<file path="config.mk">
export PLATFORM = sky130hd
export DESIGN_NAME = two_sensor_cooler_thermostat_top_flat
export DESIGN_NICKNAME = d
export VERILOG_FILES = /design/src/rtl/tsct_pkg.sv /design/src/rtl/tsct_if.sv /design/src/rtl/two_sensor_cooler_thermostat_top.sv /design/src/flat_wrapper.sv
export VERILOG_INCLUDE_DIRS = /design/src /design/src/rtl
export SDC_FILE = /design/constraint.sdc
export NUM_CORES = 1
export LEC_CHECK = 0
export ABC_AREA = 1
export ABC_CLOCK_PERIOD_IN_PS = 8400
export BUFFER_PORTS_ARGS = -buffer_cell sky130_fd_sc_hd__buf_2
export CAP_MARGIN = 10
export CORE_ASPECT_RATIO = 2
export CORE_MARGIN = 2
export CORE_UTILIZATION = 55
export CTS_BUF_LIST = sky130_fd_sc_hd__clkbuf_8
export CTS_CLUSTER_SIZE = 14
export DETAILED_ROUTE_END_ITERATION = 6
export PLACE_DENSITY = 0.72
export SLEW_MARGIN = 10
export SYNTH_ARGS = -nofsm -noshare
export SYNTH_HDL_FRONTEND = slang
export SYNTH_SLANG_ARGS = --single-unit
</file>
<file path="constraint.sdc">
create_clock -name clk -period 8.4 [get_ports clk]
set_input_delay 0.42 -clock clk [delete_from_list [all_inputs] [get_ports clk]]
set_output_delay 0.42 -clock clk [all_outputs]
set_load 0.05 [all_outputs]
</file>
<file path="src/rtl/two_sensor_cooler_thermostat_top_assert.svh">
// Assertion macros for the thermostat RTL.
`ifndef TWO_SENSOR_COOLER_THERMOSTAT_TOP_ASSERT_SVH
`define TWO_SENSOR_COOLER_THERMOSTAT_TOP_ASSERT_SVH

// Clocked check, masked while reset is held.
`define TSCT_ASSERT(lbl, clk_s, rst_s, prop, msg) \
  lbl: assert property (@(posedge clk_s) disable iff (!rst_s) (prop)) else $error(msg);

// Clocked check that also holds during reset.
`define TSCT_ASSERT_ALWAYS(lbl, clk_s, prop, msg) \
  lbl: assert property (@(posedge clk_s) (prop)) else $error(msg);

`endif

</file>
<file path="src/rtl/tsct_pkg.sv">
`timescale 1ns / 1ps
`default_nettype none

package tsct_pkg;

  // Samples summed per average.
  localparam logic [1:0] SAMPLES = 2'd3;

  // Fixed thresholds and delays.
  localparam logic signed [11:0] ALARM_ARM_LEVEL  = 12'sd70;
  localparam logic signed [11:0] ALARM_FIRE_LEVEL = 12'sd150;
  localparam logic [31:0]        SAMPLE_PERIOD_MS = 32'd1000;
  localparam logic [31:0]        FAN_DELAY_MS     = 32'd60000;
  localparam logic [9:0]         MS_PER_SECOND    = 10'd1000;

  // Configuration port.
  localparam int unsigned CFG_IDX_W  = 3;
  localparam int unsigned CFG_DATA_W = 16;
  localparam logic [CFG_IDX_W-1:0] CFG_COOLER_ENABLE    = 3'd0;
  localparam logic [CFG_IDX_W-1:0] CFG_PLATE_LOW_LIMIT  = 3'd1;
  localparam logic [CFG_IDX_W-1:0] CFG_PLATE_HIGH_LIMIT = 3'd2;
  localparam logic [CFG_IDX_W-1:0] CFG_COLD_LOW_LIMIT   = 3'd3;
  localparam logic [CFG_IDX_W-1:0] CFG_COLD_HIGH_LIMIT  = 3'd4;
  localparam logic [CFG_IDX_W-1:0] CFG_MIN_OFF_SECONDS  = 3'd5;

  // Cooler command codes.
  localparam logic [1:0] CMD_NONE = 2'd0;
  localparam logic [1:0] CMD_OFF  = 2'd1;
  localparam logic [1:0] CMD_ON   = 2'd2;

  // Reciprocal of three in Q16, exact for magnitudes below 2^15.
  localparam logic [14:0] RECIP_THREE_Q16 = 15'd21846;

  typedef enum logic [1:0] {
    PH_IDLE    = 2'd0,
    PH_COLLECT = 2'd1,
    PH_FINISH  = 2'd2
  } phase_t;

  typedef struct packed {
    logic [31:0]        now_ms;
    logic signed [11:0] plate_sample;
    logic signed [11:0] cold_sample;
  } in_item_t;

  typedef struct packed {
    logic               average_valid;
    logic signed [11:0] average_temp;
    logic [1:0]         cooler_command;
    logic               fan_off_pulse;
    logic               alarm_pulse;
  } out_item_t;

  // Signed sum over count, truncated toward zero; zero count gives zero.
  function automatic logic signed [11:0] div_by_count(input logic signed [13:0] sum,
                                                      input logic [1:0] count);
    logic [13:0] mag;
    logic [28:0] prod;
    logic [13:0] quo;
    logic [13:0] res;
    mag  = sum[13] ? 14'(-sum) : 14'(sum);
    prod = 29'(mag) * 29'(RECIP_THREE_Q16);
    case (count)
      2'd1:    quo = mag;
      2'd2:    quo = mag >> 1;
      2'd3:    quo = {1'b0, prod[28:16]};
      default: quo = '0;
    endcase
    res = sum[13] ? 14'(-quo) : quo;
    return res[11:0];
  endfunction

endpackage

`default_nettype wire

</file>
<file path="src/rtl/tsct_if.sv">
`timescale 1ns / 1ps
`default_nettype none

// Poll channel: valid/ready with one input item per beat.
interface tsct_in_if import tsct_pkg::*; ();
  logic     valid;
  logic     ready;
  in_item_t data;

  modport source (output valid, output data, input ready);
  modport sink   (input valid, input data, output ready);
endinterface

// Result channel: valid/ready with one result item per beat.
interface tsct_out_if import tsct_pkg::*; ();
  logic      valid;
  logic      ready;
  out_item_t data;

  modport source (output valid, output data, input ready);
  modport sink   (input valid, input data, output ready);
endinterface

`default_nettype wire

</file>
<file path="src/rtl/two_sensor_cooler_thermostat_top.sv">
`timescale 1ns / 1ps
`default_nettype none

// Thermostat for a cooled plate: each poll beat (time in ms, plate and
// cold-side temperatures in tenths of a degree) yields exactly one result
// beat through the result register. The whole step is decided in the
// cycle the poll is accepted; the sustained rate is one poll per cycle
// while the output does not stall, set by the result register and a
// one-entry skid register behind it, which together let one more poll in
// while a result waits. Configuration writes take effect on the next cycle
// and belong to idle periods.

`include "two_sensor_cooler_thermostat_top_assert.svh"

module two_sensor_cooler_thermostat_top import tsct_pkg::*; (
  input  wire logic                  clk,
  input  wire logic                  rst_n,
  tsct_in_if.sink                    in_ch,
  tsct_out_if.source                 out_ch,
  input  wire logic                  cfg_we,
  input  wire logic [CFG_IDX_W-1:0]  cfg_index,
  input  wire logic [CFG_DATA_W-1:0] cfg_wdata
);

  // Configuration registers
  logic               cooler_enable_r;
  logic signed [11:0] plate_low_limit_r;
  logic signed [11:0] plate_high_limit_r;
  logic signed [11:0] cold_low_limit_r;
  logic signed [11:0] cold_high_limit_r;
  logic [25:0]        restart_delay_r;

  // Step state
  phase_t             phase_r, phase_nxt;
  logic [1:0]         sample_count_r, sample_count_nxt;
  logic signed [13:0] sample_sum_r, sample_sum_nxt;
  logic signed [11:0] average_hold_r, average_hold_nxt;
  logic [31:0]        next_deadline_r, next_deadline_nxt;
  logic               alarm_armed_r, alarm_armed_nxt;
  logic               plate_demand_r, plate_demand_nxt;
  logic [31:0]        fan_deadline_r, fan_deadline_nxt;
  logic               fan_pending_r, fan_pending_nxt;
  logic [31:0]        restart_deadline_r, restart_deadline_nxt;
  logic               restart_pending_r, restart_pending_nxt;

  // Result buffering
  out_item_t          result;
  out_item_t          out_data_r, out_data_nxt;
  logic               out_valid_r, out_valid_nxt;
  out_item_t          skid_data_r, skid_data_nxt;
  logic               skid_valid_r, skid_valid_nxt;

  logic               in_fire;
  logic [1:0]         count_inc;

  assign in_ch.ready  = !skid_valid_r;
  assign in_fire      = in_ch.valid && in_ch.ready;
  assign out_ch.valid = out_valid_r;
  assign out_ch.data  = out_data_r;
  assign count_inc    = sample_count_r + 2'd1;

  // Write configuration; keep the restart delay in ms
  always_ff @(posedge clk) begin
    if (!rst_n) begin
      cooler_enable_r    <= 1'b0;
      plate_low_limit_r  <= '0;
      plate_high_limit_r <= '0;
      cold_low_limit_r   <= '0;
      cold_high_limit_r  <= '0;
      restart_delay_r    <= '0;
    end else if (cfg_we) begin
      unique case (cfg_index)
        CFG_COOLER_ENABLE:    cooler_enable_r    <= cfg_wdata[0];
        CFG_PLATE_LOW_LIMIT:  plate_low_limit_r  <= cfg_wdata[11:0];
        CFG_PLATE_HIGH_LIMIT: plate_high_limit_r <= cfg_wdata[11:0];
        CFG_COLD_LOW_LIMIT:   cold_low_limit_r   <= cfg_wdata[11:0];
        CFG_COLD_HIGH_LIMIT:  cold_high_limit_r  <= cfg_wdata[11:0];
        CFG_MIN_OFF_SECONDS:  restart_delay_r    <= 26'(cfg_wdata) * 26'(MS_PER_SECOND);
        default: ;
      endcase
    end
  end

  // Phase next state
  always_comb begin
    phase_nxt = phase_r;
    unique case (phase_r)
      PH_IDLE: begin
        if (in_ch.data.now_ms > next_deadline_r) phase_nxt = PH_COLLECT;
      end
      PH_COLLECT: begin
        if (count_inc >= SAMPLES) phase_nxt = PH_FINISH;
      end
      PH_FINISH: phase_nxt = PH_IDLE;
      default:   phase_nxt = PH_IDLE;
    endcase
  end

  // Step datapath and result
  always_comb begin
    logic               off_v;
    logic               on_v;
    logic signed [11:0] avg_v;
    logic [31:0]        now_v;

    now_v                = in_ch.data.now_ms;
    off_v                = 1'b0;
    on_v                 = 1'b0;
    avg_v                = div_by_count(sample_sum_r, sample_count_r);
    sample_count_nxt     = sample_count_r;
    sample_sum_nxt       = sample_sum_r;
    average_hold_nxt     = average_hold_r;
    next_deadline_nxt    = next_deadline_r;
    alarm_armed_nxt      = alarm_armed_r;
    plate_demand_nxt     = plate_demand_r;
    fan_deadline_nxt     = fan_deadline_r;
    fan_pending_nxt      = fan_pending_r;
    restart_deadline_nxt = restart_deadline_r;
    restart_pending_nxt  = restart_pending_r;
    result               = '0;

    unique case (phase_r)
      PH_IDLE: begin
        if (now_v > next_deadline_r) begin
          sample_count_nxt = '0;
          sample_sum_nxt   = '0;
        end
      end
      PH_COLLECT: begin
        sample_sum_nxt   = sample_sum_r + 14'(in_ch.data.plate_sample);
        sample_count_nxt = count_inc;
      end
      PH_FINISH: begin
        average_hold_nxt  = avg_v;
        result.average_valid = 1'b1;
        next_deadline_nxt = now_v + SAMPLE_PERIOD_MS;

        // Buzzer: arm low, fire once high
        if (avg_v < ALARM_ARM_LEVEL) alarm_armed_nxt = 1'b1;
        if (alarm_armed_nxt && avg_v > ALARM_FIRE_LEVEL) begin
          result.alarm_pulse = 1'b1;
          alarm_armed_nxt    = 1'b0;
        end

        // Fan-off timer expiry
        if (now_v > fan_deadline_r && fan_pending_r) begin
          result.fan_off_pulse = 1'b1;
          fan_pending_nxt      = 1'b0;
        end

        // Plate hysteresis demand
        if (cooler_enable_r) begin
          if (avg_v < plate_low_limit_r) begin
            plate_demand_nxt = 1'b0;
            off_v            = 1'b1;
            fan_deadline_nxt = now_v + FAN_DELAY_MS;
            fan_pending_nxt  = 1'b1;
          end
          if (avg_v > plate_high_limit_r) plate_demand_nxt = 1'b1;
        end

        // Cold-side switch with forced restart
        if (plate_demand_nxt && cooler_enable_r) begin
          if (in_ch.data.cold_sample < cold_low_limit_r) begin
            off_v                = 1'b1;
            restart_deadline_nxt = now_v + 32'(restart_delay_r);
            fan_deadline_nxt     = now_v + FAN_DELAY_MS;
            fan_pending_nxt      = 1'b1;
            restart_pending_nxt  = 1'b1;
          end
          if (in_ch.data.cold_sample > cold_high_limit_r ||
              (now_v > restart_deadline_nxt && restart_pending_nxt)) begin
            on_v            = 1'b1;
            fan_pending_nxt = 1'b0;
          end
        end

        // On wins over off
        result.cooler_command = on_v ? CMD_ON : (off_v ? CMD_OFF : CMD_NONE);
      end
      default: ;
    endcase

    result.average_temp = average_hold_nxt;
  end

  // Commit step state on an accepted poll
  always_ff @(posedge clk) begin
    if (!rst_n) begin
      phase_r            <= PH_IDLE;
      sample_count_r     <= '0;
      sample_sum_r       <= '0;
      average_hold_r     <= '0;
      next_deadline_r    <= '0;
      alarm_armed_r      <= 1'b0;
      plate_demand_r     <= 1'b0;
      fan_deadline_r     <= '0;
      fan_pending_r      <= 1'b0;
      restart_deadline_r <= '0;
      restart_pending_r  <= 1'b0;
    end else if (in_fire) begin
      phase_r            <= phase_nxt;
      sample_count_r     <= sample_count_nxt;
      sample_sum_r       <= sample_sum_nxt;
      average_hold_r     <= average_hold_nxt;
      next_deadline_r    <= next_deadline_nxt;
      alarm_armed_r      <= alarm_armed_nxt;
      plate_demand_r     <= plate_demand_nxt;
      fan_deadline_r     <= fan_deadline_nxt;
      fan_pending_r      <= fan_pending_nxt;
      restart_deadline_r <= restart_deadline_nxt;
      restart_pending_r  <= restart_pending_nxt;
    end
  end

  // Result register with skid entry behind it
  always_comb begin
    out_valid_nxt  = out_valid_r;
    out_data_nxt   = out_data_r;
    skid_valid_nxt = skid_valid_r;
    skid_data_nxt  = skid_data_r;
    if (!out_valid_r || out_ch.ready) begin
      // Refill from skid first, else from the new poll
      out_valid_nxt  = skid_valid_r || in_fire;
      out_data_nxt   = skid_valid_r ? skid_data_r : result;
      skid_valid_nxt = 1'b0;
    end else if (in_fire) begin
      // Park the new result while the output stalls
      skid_valid_nxt = 1'b1;
      skid_data_nxt  = result;
    end
  end

  always_ff @(posedge clk) begin
    if (!rst_n) begin
      out_valid_r  <= 1'b0;
      skid_valid_r <= 1'b0;
    end else begin
      out_valid_r  <= out_valid_nxt;
      skid_valid_r <= skid_valid_nxt;
    end
  end

  always_ff @(posedge clk) begin
    out_data_r  <= out_data_nxt;
    skid_data_r <= skid_data_nxt;
  end

  `TSCT_ASSERT(a_skid_behind_out, clk, rst_n, skid_valid_r |-> out_valid_r, "skid holds a beat while result register is empty")
  `TSCT_ASSERT(a_pulses_need_avg, clk, rst_n, (out_valid_r && !out_data_r.average_valid) |-> (out_data_r.cooler_command == CMD_NONE && !out_data_r.fan_off_pulse && !out_data_r.alarm_pulse), "command or pulse without a new average")
  `TSCT_ASSERT(a_cmd_code, clk, rst_n, out_valid_r |-> (out_data_r.cooler_command != 2'd3), "reserved cooler command code")
  `TSCT_ASSERT(a_finish_to_idle, clk, rst_n, (in_fire && phase_r == PH_FINISH) |=> (phase_r == PH_IDLE && out_valid_r), "finish step did not return to idle with a result")
  `TSCT_ASSERT_ALWAYS(a_stall_no_accept, clk, (skid_valid_r && out_valid_r) |-> !in_fire, "poll accepted with both result entries full")

endmodule

`default_nettype wire

</file>
<file path="src/flat_wrapper.sv">
// flat-port wrapper written by rule: the top's interface ports become plain ports
module two_sensor_cooler_thermostat_top_flat import tsct_pkg::*;
  (clk, rst_n, cfg_we, cfg_index, cfg_wdata, in_ch_valid, in_ch_data, in_ch_ready, out_ch_valid, out_ch_data, out_ch_ready);
  tsct_in_if in_ch_i ();
  tsct_out_if out_ch_i ();
  input  wire logic clk;
  input  wire logic rst_n;
  input  wire logic cfg_we;
  input  wire logic [CFG_IDX_W-1:0] cfg_index;
  input  wire logic [CFG_DATA_W-1:0] cfg_wdata;
  input wire logic [$bits(in_ch_i.valid)-1:0] in_ch_valid;
  input wire logic [$bits(in_ch_i.data)-1:0] in_ch_data;
  output wire logic [$bits(in_ch_i.ready)-1:0] in_ch_ready;
  output wire logic [$bits(out_ch_i.valid)-1:0] out_ch_valid;
  output wire logic [$bits(out_ch_i.data)-1:0] out_ch_data;
  input wire logic [$bits(out_ch_i.ready)-1:0] out_ch_ready;
  assign in_ch_i.valid = in_ch_valid;
  assign in_ch_i.data = in_ch_data;
  assign in_ch_ready = in_ch_i.ready;
  assign out_ch_valid = out_ch_i.valid;
  assign out_ch_data = out_ch_i.data;
  assign out_ch_i.ready = out_ch_ready;
  two_sensor_cooler_thermostat_top u_core (.clk(clk), .rst_n(rst_n), .in_ch(in_ch_i), .out_ch(out_ch_i), .cfg_we(cfg_we), .cfg_index(cfg_index), .cfg_wdata(cfg_wdata));
endmodule
</file>
=== Word-level counts from Yosys, hierarchy flattened ===
Index checks and enable logic that the tools add are counted.

* Flip-flop bits (word level): 238
* Bits of input ports: 80
* Output and inout bits: 19
* Word-level logic and storage cells: 136

* $add $sub $neg: 7
* Multiply operators: 2
* Magnitude comparators: 10
* Eq/ne operators: 12
* Mux-type cells: 49
* Bitwise logic cells: 2
* Reduce and logical (&&, ||, !) cells: 25

{| class="wikitable"
|+ Operator list
! kind !! number
|-
| $mux W32 || 7
|-
| $gt A32 B32 Y1 || 3
|-
| $pmux W12 S3 || 1
|-
| $add A32 B10 Y32 const B || 1
|-
| $add A32 B16 Y32 const B || 1
|-
| $add A32 B26 Y32 || 1
|-
| $mux W1 || 28
|-
| $mux W14 || 2
|-
| $pmux W14 S2 || 1
|-
| $mul A14 B14 Y27 const B || 1
|-
| $gt A12 B12 Y1 || 2
|-
| $lt A12 B12 Y1 || 2
|-
| $mux W12 || 2
|-
| $mul A16 B7 Y23 const B || 1
|-
| $mux W17 || 1
|-
| $reduce_and A2 Y1 || 8
|-
| $add A14 B12 Y14 || 1
|-
| $neg A14 Y14 || 1
|-
| $gt A12 B9 Y1 const B || 1
|-
| $lt A12 B8 Y1 const B || 1
|-
| $neg A12 Y12 || 1
|-
| $reduce_and A3 Y1 || 3
|-
| $mux W2 || 4
|-
| $pmux W2 S2 || 2
|-
| other kinds (17) || 31
|}

=== Longest topological paths before layout ===
Gate-level depths: netlist of the first run.

* Depth after elaboration: 23
* Mapped depth: 56
* Gate-level depth less buffers: 55

=== Worst setup path before layout of the first run ===
Ideal clock, no wire load.

* Kind: reg-to-reg
* From: reg u_core.sample_sum_r[0]
* To: reg u_core.fan_deadline_r[13]
* Data arrival time: 7579 ps
* Required time: 8272 ps
* Setup slack: 693 ps
* Cell stages (with the launch flop): 51
* Cells stage by stage: dfxtp_1 -> inv_1 -> nand3_1 -> nor2_1 -> nand2_1 -> nand2_1 -> or2_2 -> nand2_1 -> ha_1 -> ha_1 -> inv_1 -> fa_1 -> inv_1 -> fa_1 -> fa_1 -> inv_1 -> fa_1 -> inv_1 -> (+15 left out) -> nand2_1 -> nand3_1 -> nand2_1 -> ha_1 -> nand2_1 -> or2_2 -> nand3_1 -> nor2_1 -> nand3_1 -> nand3_2 -> nand2_1 -> nand4_2 -> nand2_1 -> buf_4 -> buf_4 -> nand3_1 -> nand2_1 -> nor2_1

* Cells in the longest elaborated chain, start to end: 13

{| class="wikitable"
|+ Ends and longest elaborated chain
! element !! RTL line !! RTL
|-
| start, declared || two_sensor_cooler_thermostat_top.sv:36 || <nowiki>logic signed [13:0] sample_sum_r, sample_sum_nxt;</nowiki>
|-
| start signal, assigned || two_sensor_cooler_thermostat_top.sv:204 || <nowiki>sample_sum_r <= sample_sum_nxt;</nowiki>
|-
| $neg A14 Y14 || tsct_pkg.sv:61 || <nowiki>mag = sum[13] ? 14'(-sum) : 14'(sum);</nowiki>
|-
| $mux W14 (*) || tsct_pkg.sv:61 ||
|-
| $mul A14 B14 Y27 || tsct_pkg.sv:62 || <nowiki>prod = 29'(mag) * 29'(RECIP_THREE_Q16);</nowiki>
|-
| $pmux W12 S3 (*) || tsct_pkg.sv:63 || <nowiki>case (count)</nowiki>
|-
| $neg A12 Y12 || tsct_pkg.sv:69 || <nowiki>res = sum[13] ? 14'(-quo) : quo;</nowiki>
|-
| $mux W12 (*) || tsct_pkg.sv:69 ||
|-
| $lt A12 B12 Y1 || two_sensor_cooler_thermostat_top.sv:153 || <nowiki>if (avg_v < plate_low_limit_r) begin</nowiki>
|-
| $mux W1 || two_sensor_cooler_thermostat_top.sv:153 ||
|-
| $mux W1 || two_sensor_cooler_thermostat_top.sv:159 || <nowiki>if (avg_v > plate_high_limit_r) plate_demand_nxt = 1'b1;</nowiki>
|-
| $mux W1 || two_sensor_cooler_thermostat_top.sv:152 || <nowiki>if (cooler_enable_r) begin</nowiki>
|-
| $mux W1 || two_sensor_cooler_thermostat_top.sv:122 || <nowiki>unique case (phase_r)</nowiki>
|-
| $logic_and A1 B1 Y1 || two_sensor_cooler_thermostat_top.sv:163 || <nowiki>if (plate_demand_nxt && cooler_enable_r) begin</nowiki>
|-
| $mux W32 (*) || two_sensor_cooler_thermostat_top.sv:163 ||
|-
| end signal, assigned || two_sensor_cooler_thermostat_top.sv:209 || <nowiki>fan_deadline_r <= fan_deadline_nxt;</nowiki>
|-
| end, declared || two_sensor_cooler_thermostat_top.sv:41 || <nowiki>logic [31:0] fan_deadline_r, fan_deadline_nxt;</nowiki>
|}

Mark *: on every way between the ends. The rest lies on a longest branch, timed or not. The select of a mux whose other input is x is not followed.
A chain may end at the register's enable or synchronous reset.

=== Final worst setup path of the first run ===
* From: reg u_core.sample_sum_r[1]
* To: reg u_core.restart_deadline_r[20]

* Cells in the longest elaborated chain, start to end: 13

{| class="wikitable"
|+ Ends and longest elaborated chain
! element !! RTL line !! RTL
|-
| $neg A14 Y14 || tsct_pkg.sv:61 ||
|-
| $mux W14 (*) || tsct_pkg.sv:61 ||
|-
| $mul A14 B14 Y27 || tsct_pkg.sv:62 ||
|-
| $pmux W12 S3 (*) || tsct_pkg.sv:63 ||
|-
| $neg A12 Y12 || tsct_pkg.sv:69 ||
|-
| $mux W12 (*) || tsct_pkg.sv:69 ||
|-
| $lt A12 B12 Y1 || two_sensor_cooler_thermostat_top.sv:153 ||
|-
| $mux W1 || two_sensor_cooler_thermostat_top.sv:153 ||
|-
| $mux W1 (*) || two_sensor_cooler_thermostat_top.sv:159 ||
|-
| $mux W1 (*) || two_sensor_cooler_thermostat_top.sv:152 ||
|-
| $mux W1 (*) || two_sensor_cooler_thermostat_top.sv:122 ||
|-
| $logic_and A1 B1 Y1 (*) || two_sensor_cooler_thermostat_top.sv:163 ||
|-
| $reduce_and A3 Y1 (no source line) (*) || n/a ||
|-
| end signal, assigned || two_sensor_cooler_thermostat_top.sv:211 || <nowiki>restart_deadline_r <= restart_deadline_nxt;</nowiki>
|-
| end, declared || two_sensor_cooler_thermostat_top.sv:43 || <nowiki>logic [31:0] restart_deadline_r, restart_deadline_nxt;</nowiki>
|}

Marks and branches as above.

==> results, run 1 <==
- The hold-critical path endpoint is u_core.skid_valid_r.
- The total detailed-routing wirelength is 71790 um.
- Data arrives at the worst endpoint at 8.51 ns.
- The area growth from synthesis to layout is 14.56%.
- The area inside the core boundary is 40990 um^2.
- The starting utilization of the core area is 55.83%.
- The power per standard cell area is 175.3 nW/um^2.
- The via count of the first global-routing pass is 22453.
- The initial antenna violation count is 3.
- Dividing the final minimum period by the clock period gives 96.48%.
- The hold violation total from the final report was 0.
- The filler cell count is 3743.
- Counting stages on the worst path, the most repeated cell is nand2_1.
- Max-cap violations in this run came to 0.
- The worst-case hold slack is 0.1626 ns.
- The floorplan step set the die width to 148.2 um.
- The cell count after synthesis came out at 3213.
- The root buffer cell is clkbuf_8.
- The clock latency at the later pin of the worst-skew pair is 0.59 ns.
- The clock tree from TritonCTS is done.
- The category of the critical setup timing path is reg -> reg.
- The routed wire length per instance is 18.19 um.
- The floorplan die height is 292.5 um.
- The worst hold path begins at in_ch_valid.
- The slowest cell on the critical path is fa_1.
- The quantity of I/O buffers inserted on ports is 98.
- The final-report max-slew violation count was 0.
- Once placement finished, the instance area stood at 24450 um^2.
- Sequential elements use 22.31% of the synthesized area.
- The number of cells on the worst hold path is 3.
- The final weighted congestion in routability-driven placement is 1.009.
- The global-route total usage across every layer is 32.53%.
- The setup check on the worst reg-to-reg path leaves a slack of 0.30 ns.
- The number of vias per cell is 5.561.
- The via count of the routed design is 21942.
- The detail route stage leaves a number of antenna-violating nets equal to 0.
- The worst register-to-register path has a depth of 46.
- The top-level port count is 99.
- The static leakage is 13.48 nW.
- The maximum vdd ir drop is 0.0001738 V.
- After layout, the minimum clock period comes to 8.105 ns.
- Yosys printed 0 warnings.
- The class of the tightest hold or removal check is in -> reg.
- The average instance in the mapped netlist occupies 7.122 um^2.
- The initialized floorplan defines 105 standard-cell rows.
- The CTS buffer count is 38.
- The count of state elements after synthesis is 238.
- The first global-routing pass estimated 111300 um of wire.
- For this run, design rule violations remaining after detail routing come to 0.
- For this run the aggregate overflow at the end of global routing stands at 0.
- The number of buffers on the longest clock path is 3.
- The number of distinct library cells after synthesis is 54.
- The most area-hungry cell type in the Yosys netlist is ha_1.
- STA classifies the critical path startpoint as a flip-flop.
- Of all flip-flops after synthesis, the portion carrying an async set or reset was 0%.
- The delay contributed by the slowest stage of the critical path is 0.59 ns.
- The transition at the pin with the smallest max-transition slack is 1.062 ns.
- Across the routed clock network, the largest skew measured is 0.04668 ns.
- For this run, the detailed router's first-pass iteration total came to 5.
- In the final design database the tool counted 3896 nets.
- Derived from the worst setup path, the maximum achievable clock frequency is 0.1234 GHz.
- The largest fanout of any net on the critical path is 12.
- Summed over its instances, the top area cell type makes up 18.10% of the synthesized netlist area.
- The iteration-0 DRC count of the detailed router is 1072.
- The number of flops mapped to enable cells by yosys is 34.
- At the worst endpoint, the required time is 8.80 ns.
- The total negative slack is 0 ns.
- The tree built by TritonCTS fans out to 238 sinks.
- The dominant synthesized flop cell is dfxtp_1.
- The run finished with clean final reports.
- Synthesis produced a netlist with a net count of 3727.
- The relative max-transition margin is 29.07%.
- The completed layout was analyzed and its total power is 4.595 mW.
- The area taken by flip-flops and latches is 5114 um^2.
- The clock-pin slew on the worst setup and hold paths is 0.08 ns.
- The die area is 43350 um^2.
- In this run the number of H-tree levels came out at 2.
- The total non-filler cell area in the finished layout is 26220 um^2.
- The HPWL after detailed placement is 56080 um.
- Cells with a size suffix above 1 make up 11.94% of the layout.
- The element type at the critical path end is a flip-flop.
- In the post-synthesis netlist, the cell with the most instances is nand2_1.
- The area of the multi-input gates is 15910 um^2.
- The maximum number of pins on one net before global-route repair is 81.
- The worst register-to-register path ends at u_core.restart_deadline_r[20].
- The reg-to-reg startpoint is u_core.sample_sum_r[1].
- After synthesis, the cell types taking the most area are ha_1 (18%), dfxtp_1 (18%), nand2_1 (11%).
- The post-route core utilization is 63.96%.
- Counting instances in the post-synthesis netlist gives the leading cell types as nand2_1 (690), inv_1 (584), ha_1 (331), nor2_1 (277), a21oi_1 (252).
- Setup violations remaining at the end of the flow were counted as 0.
- The mapped netlist covers 22880 um^2.
[how the worst max path moves through the flow]
stage	start	end	slack (ns)
after CTS	u_core.sample_sum_r[4]	u_core.fan_deadline_r[11]	0.001
after global routing	u_core.sample_sum_r[1]	u_core.restart_deadline_r[4]	-0.04
final	u_core.sample_sum_r[1]	u_core.restart_deadline_r[20]	0.30
after detailed placement	u_core.sample_sum_r[3]	u_core.fan_deadline_r[5]	-0.13
after floorplan	u_core.sample_sum_r[0]	u_core.fan_deadline_r[13]	0.69
after global placement	u_core.sample_sum_r[3]	u_core.fan_deadline_r[10]	0.05
[logic make-up (layout without fill, tap and decap cells)]
logic type | count (synthesis) | count (layout) | synth area share, %
adder cells (fa/ha/maj) | 434 | 434 | 27.11
flip-flops | 238 | 238 | 22.31
AND/OR/NAND/NOR | 1202 | 1202 | 21.69
AO/OA/AOI/OAI | 563 | 563 | 13.63
XOR/XNOR | 107 | 107 | 4.095
other | 0 | 3 | 0
buffers and inverters | 669 | 864 | 11.17
[layout make-up]
cell class                 count  area share (%)
sequential                   238           19.51
timing repair buffer         211           5.909
clock buffer                  45           2.363
tap                          535           2.553
inverter                     587           8.438
multi-input combinational   2306           60.68
antenna                        3         0.02864
clock inverter                21          0.5250
[flip-flops by register name, summed over array words and instances (netlist names), 2 cells and up]
signal / flops
u_core.skid_data_r: 17
u_core.restart_delay_r: 23
u_core.plate_high_limit_r: 12
u_core.restart_deadline_r: 32
u_core.sample_count_r: 2
u_core.plate_low_limit_r: 12
u_core.phase_r: 2
u_core.next_deadline_r: 32
u_core.average_hold_r: 12
u_core.sample_sum_r: 14
u_core.fan_deadline_r: 32
u_core.out_ch.data: 17
u_core.cold_low_limit_r: 12
u_core.cold_high_limit_r: 12
[cells in the final DEF, fill, tap and decap left out, types with 10 or more instances in the layout]
| cell type | count |
|---|---|
| ha_4 | 21 |
| o21ai_0 | 198 |
| nand2_2 | 34 |
| xnor2_1 | 18 |
| xor2_1 | 78 |
| nand4_1 | 46 |
| inv_1 | 583 |
| ha_1 | 304 |
| a31oi_1 | 10 |
| edfxtp_1 | 34 |
| nand3b_1 | 13 |
| xor2_2 | 10 |
| fa_1 | 103 |
| nand3_1 | 99 |
| a21oi_1 | 247 |
| a211oi_1 | 17 |
| nor2_1 | 263 |
| buf_2 | 97 |
| dfxtp_1 | 199 |
| buf_4 | 98 |
| clkbuf_8 | 45 |
| nor3_1 | 31 |
| o21bai_1 | 14 |
| nand2_1 | 657 |
| o211ai_1 | 16 |
| nand3_2 | 12 |
[where the power goes]
group	internal, mW	leakage, nW	switching [mW]
combinational	0.882	11.1	1.46
sequential	1.20	2.01	0.0214
clock	0.524	0.409	0.516
[per-stage QoR]
step | std cells | setup slack (ns)
floorplan | 3213 | 0.6934
global placement | 3857 | 0.04573
detailed placement | 3857 | -0.1285
CTS | 3926 | 0.001392
global route | 3946 | -0.03735
finish | 3946 | 0.2953
[critical path, delay by kind of cell, from the launching register on]
| kind | cells | cell delay (ns) |
|---|---|---|
| adder cells (fa/ha/maj) | 7 | 2.89 |
| AO/OA/AOI/OAI | 6 | 0.75 |
| AND/OR/NAND/NOR | 21 | 2.40 |
| flip-flops | 1 | 0.34 |
| buffers and inverters | 12 | 1.57 |
[metal layers]
layer,global-route usage [%],vias up,routed length (um)
li1,-,10681,-
met1,28.26,10190,22830
met2,62.91,690,38250
met3,4.081,381,2890
met4,28.99,0,7818
met5,0,-,0
[repair_timing]
item | in CTS | in global routing
gates resized for setup | 16 | 134
cloned | 1 | 8
pin swaps | 2 | 37
endpoints found under the setup margin | 29 | 71
hold buffers | 0 | 0
setup buffers | 2 | 9
Note: power is estimated with default switching activity, not from simulation.
==> run 2: changes to the inputs <==
--- a/config.mk
+++ b/config.mk
@@ -11,9 +11,9 @@
 export BUFFER_PORTS_ARGS = -buffer_cell sky130_fd_sc_hd__buf_2
 export CAP_MARGIN = 10
 export CORE_ASPECT_RATIO = 2
-export CORE_MARGIN = 2
 export CORE_UTILIZATION = 55
-export CTS_BUF_LIST = sky130_fd_sc_hd__clkbuf_8
+export CTS_BUF_LIST = sky130_fd_sc_hd__clkbuf_2
+export CTS_CLUSTER_DIAMETER = 40
 export CTS_CLUSTER_SIZE = 14
 export DETAILED_ROUTE_END_ITERATION = 6
 export PLACE_DENSITY = 0.72
==> results, run 2 (synthesis gave the netlist of run 1 again) <==
- The share of post-route cells with drive strength above 1 is 10.01% (-1.9 points).
- The final-report max-slew violation count was 0 (unchanged).
- The floorplan die height is 290.5 um (-0.68%).
- The count of endpoints failing setup in the final report came to 0 (unchanged).
- The global-route total usage across every layer is 32.29% (-0.23 points).
- The path depth of the worst reg2reg path is 47 (+2.2%).
- The count of max-cap constraint violations is 0 (unchanged).
- The detailed-routing iteration count for the pre-antenna-repair pass is 7 (+2).
- The most numerous cell on the critical path is nand2_1.
- The hold violation total from the final report is 0 (unchanged).
- The quantity of I/O buffers inserted on ports is 98 (unchanged).
- The relative max-transition margin came to 28.12% (-0.96 points).
- The worst setup path is captured at a flip-flop.
- The final period demand of the worst path came to 8.069 ns (-0.03581 ns).
- In the layout the commonest cells are nand2_1 (665), inv_1 (574), ha_1 (308).
- The post-route core utilization was 63.76% (-0.20 points).
- The critical path arrival is 8.92 ns (+0.41 ns).
- The first-pass GRT wire length came to 108700 um (-2.3%).
- The number of vias per cell was 5.517 (-0.78%).
- The largest individual stage delay along the critical path comes from the cell fa_1.
- The clock latency at the later pin of the worst-skew pair is 0.99 ns (+0.40 ns).
- The routed wire length per instance is 17.65 um (-3.0%).
- The number of H-tree branching levels is 1 (-1).
- The area growth from synthesis to layout is 14.21%.
- The data required time at the worst endpoint is 9.25 ns (+0.45 ns).
- The starting utilization of the core area came to 55.83% (unchanged).
- The total negative slack is 0 ns (unchanged).
- TritonCTS built the clock tree.
- The hold-critical path endpoint is u_core.cold_low_limit_r[5].
- The end of the worst register-to-register path is u_core.restart_deadline_r[21].
- The via count of the routed design is 21876 (-0.30%).
- The area inside the core boundary is 40990 um^2 (unchanged).
- The root buffer cell is clkbuf_2.
- The power per standard cell area is 162.0 nW/um^2 (-7.6%).
- The via count of the first global-routing pass is 22090 (-1.6%).
- The maximum vdd ir drop is 0.0002218 V (+28%).
- The top-level port count was 99 (unchanged).
- The kind of cell with the highest combined delay on the critical path is adder cells.
- The flop-to-flop setup slack is 0.33 ns (+0.04 ns).
- The largest fanout of any net on the critical path came to 10 (-2).
- The delay contributed by the slowest stage of the critical path is 0.55 ns (-0.04 ns).
- STA classifies the critical path startpoint as a flip-flop.
- The setup skew after layout is 0.1469 ns (+0.1002 ns).
- The number of buffers on the longest clock path was 3 (unchanged).
- The buffering stage count on the worst path with inverters included is 12 (unchanged).
- The die area is 42470 um^2 (-2.0%).
- The maximum number of pins on one net before global-route repair is 86 (+6.2%).
- The launch instance of the worst min-delay path is cfg_we.
- The CTS buffer count is 28 (-26%).
- The initial antenna violation count was 3 (unchanged).
- The maximum clock frequency came to 0.1239 GHz (+0.44%).
- The width of the chip was 146.2 um (-1.3%).
- The clock-pin slew on the worst setup and hold paths is 0.24 ns (+0.16 ns).
- Leaving out fill and tap cells, the most frequent cell in the layout is nand2_1.
- The iteration-0 DRC count of the detailed router was 1022 (-4.7%).
- The reg-to-reg startpoint is u_core.sample_sum_r[13].
- The critical path in this run is classified as reg -> reg.
- The final net count is 3923 (+0.69%).
- The transition at the pin with the smallest max-transition slack is 1.078 ns (+0.01592 ns).
- The total detailed-routing wirelength came to 69980 um (-2.5%).
- The number of cells on the worst hold path is 6 (+3).
- In the final layout, the registers with the most flip-flops are u_core.fan_deadline_r x32, u_core.next_deadline_r x32, u_core.restart_deadline_r x32.
- The run finished with clean final reports.
- The min-delay analysis places its worst path in the category in -> reg.
- The final weighted congestion in routability-driven placement is 0.9808 (-2.8%).
- The cell row count was 105 (unchanged).
- The static leakage is 13.44 nW (-0.28%).
- The final cycle utilization of the critical path was 96.06% (-0.43 points).
- The residual DRC count was 0 (unchanged).
- The residual overflow from global routing was 0 (unchanged).
- The total number of clock tree sinks is 238 (unchanged).
- The filler cell count is 3764 (+0.56%).
- The residual antenna-violating net count after detailed routing is 0 (unchanged).
- The HPWL after detailed placement is 54790 um (-2.3%).
## run 2: layer usage
layer  GRT usage, %  vias up  routed length [um]
met1          29.04    10163               23160
met5              0        -                   0
li1               -    10742                   -
met2          63.17      658               37600
met3          3.265      313                2491
met4          27.08        0                6730
## run 2: how the worst max path moves through the flow
stage,startpoint,to,cells after the start
2_1_floorplan,u_core.sample_sum_r[0],u_core.fan_deadline_r[13],50
3_3_place_gp,u_core.sample_sum_r[3],u_core.fan_deadline_r[28],49
3_5_place_dp,u_core.sample_sum_r[0],u_core.fan_deadline_r[17],51
4_1_cts,u_core.sample_sum_r[3],u_core.restart_deadline_r[11],47
5_1_grt,u_core.sample_sum_r[4],u_core.restart_deadline_r[21],50
6_report,u_core.sample_sum_r[13],u_core.restart_deadline_r[21],47
## run 2: repair_timing
| action | CTS | global route |
|---|---|---|
| endpoints found under the hold margin | 130 | 0 |
| setup endpoints to repair | 39 | 71 |
| pin swaps | 0 | 25 |
| cloned | 0 | 6 |
| resized for setup | 6 | 126 |
| hold buffers | 76 | 0 |
| buffers inserted | 0 | 12 |
## run 2: where the power goes
| part | leakage [nW] | internal [mW] | switching [mW] |
|---|---|---|---|
| clock | 0.237 | 0.248 | 0.449 |
| combinational | 11.2 | 0.869 | 1.45 |
| sequential | 2.01 | 1.20 | 0.0209 |
## run 2: layout make-up
type / count / area, um^2 / share of cell area [%]
repair buffers: 248 / 1988 / 7.607
clock inverters: 16 / 210.2 / 0.8043
inverters: 587 / 2208 / 8.450
well taps: 535 / 669.4 / 2.561
diodes: 3 / 7.507 / 0.02872
clock buffers: 32 / 160.2 / 0.6128
flip-flops and latches: 238 / 5114 / 19.57
multi-input cells: 2306 / 15780 / 60.37
## run 2: metrics by stage
stage	hold slack, ns	power (mW)	std cells	setup slack [ns]	instance area (um^2)
2_1_floorplan	0.4301	2.708	3213	0.6934	22880
5_1_grt	0.07027	4.553	3965	-0.1265	26140
3_3_place_gp	0.4441	3.310	3820	0.06773	24160
4_1_cts	0.002977	4.094	3944	0.01491	25300
6_report	0.08872	4.233	3965	0.3312	26140
3_5_place_dp	0.4478	3.357	3820	-0.02639	24160
## run 2: worst min-delay path: stages
cell and delay (ns):
buf_2 0.12, inv_1 0.05, nor2_1 0.04, inv_1 0.10
nor3_1 0.09, a21oi_1 0.15
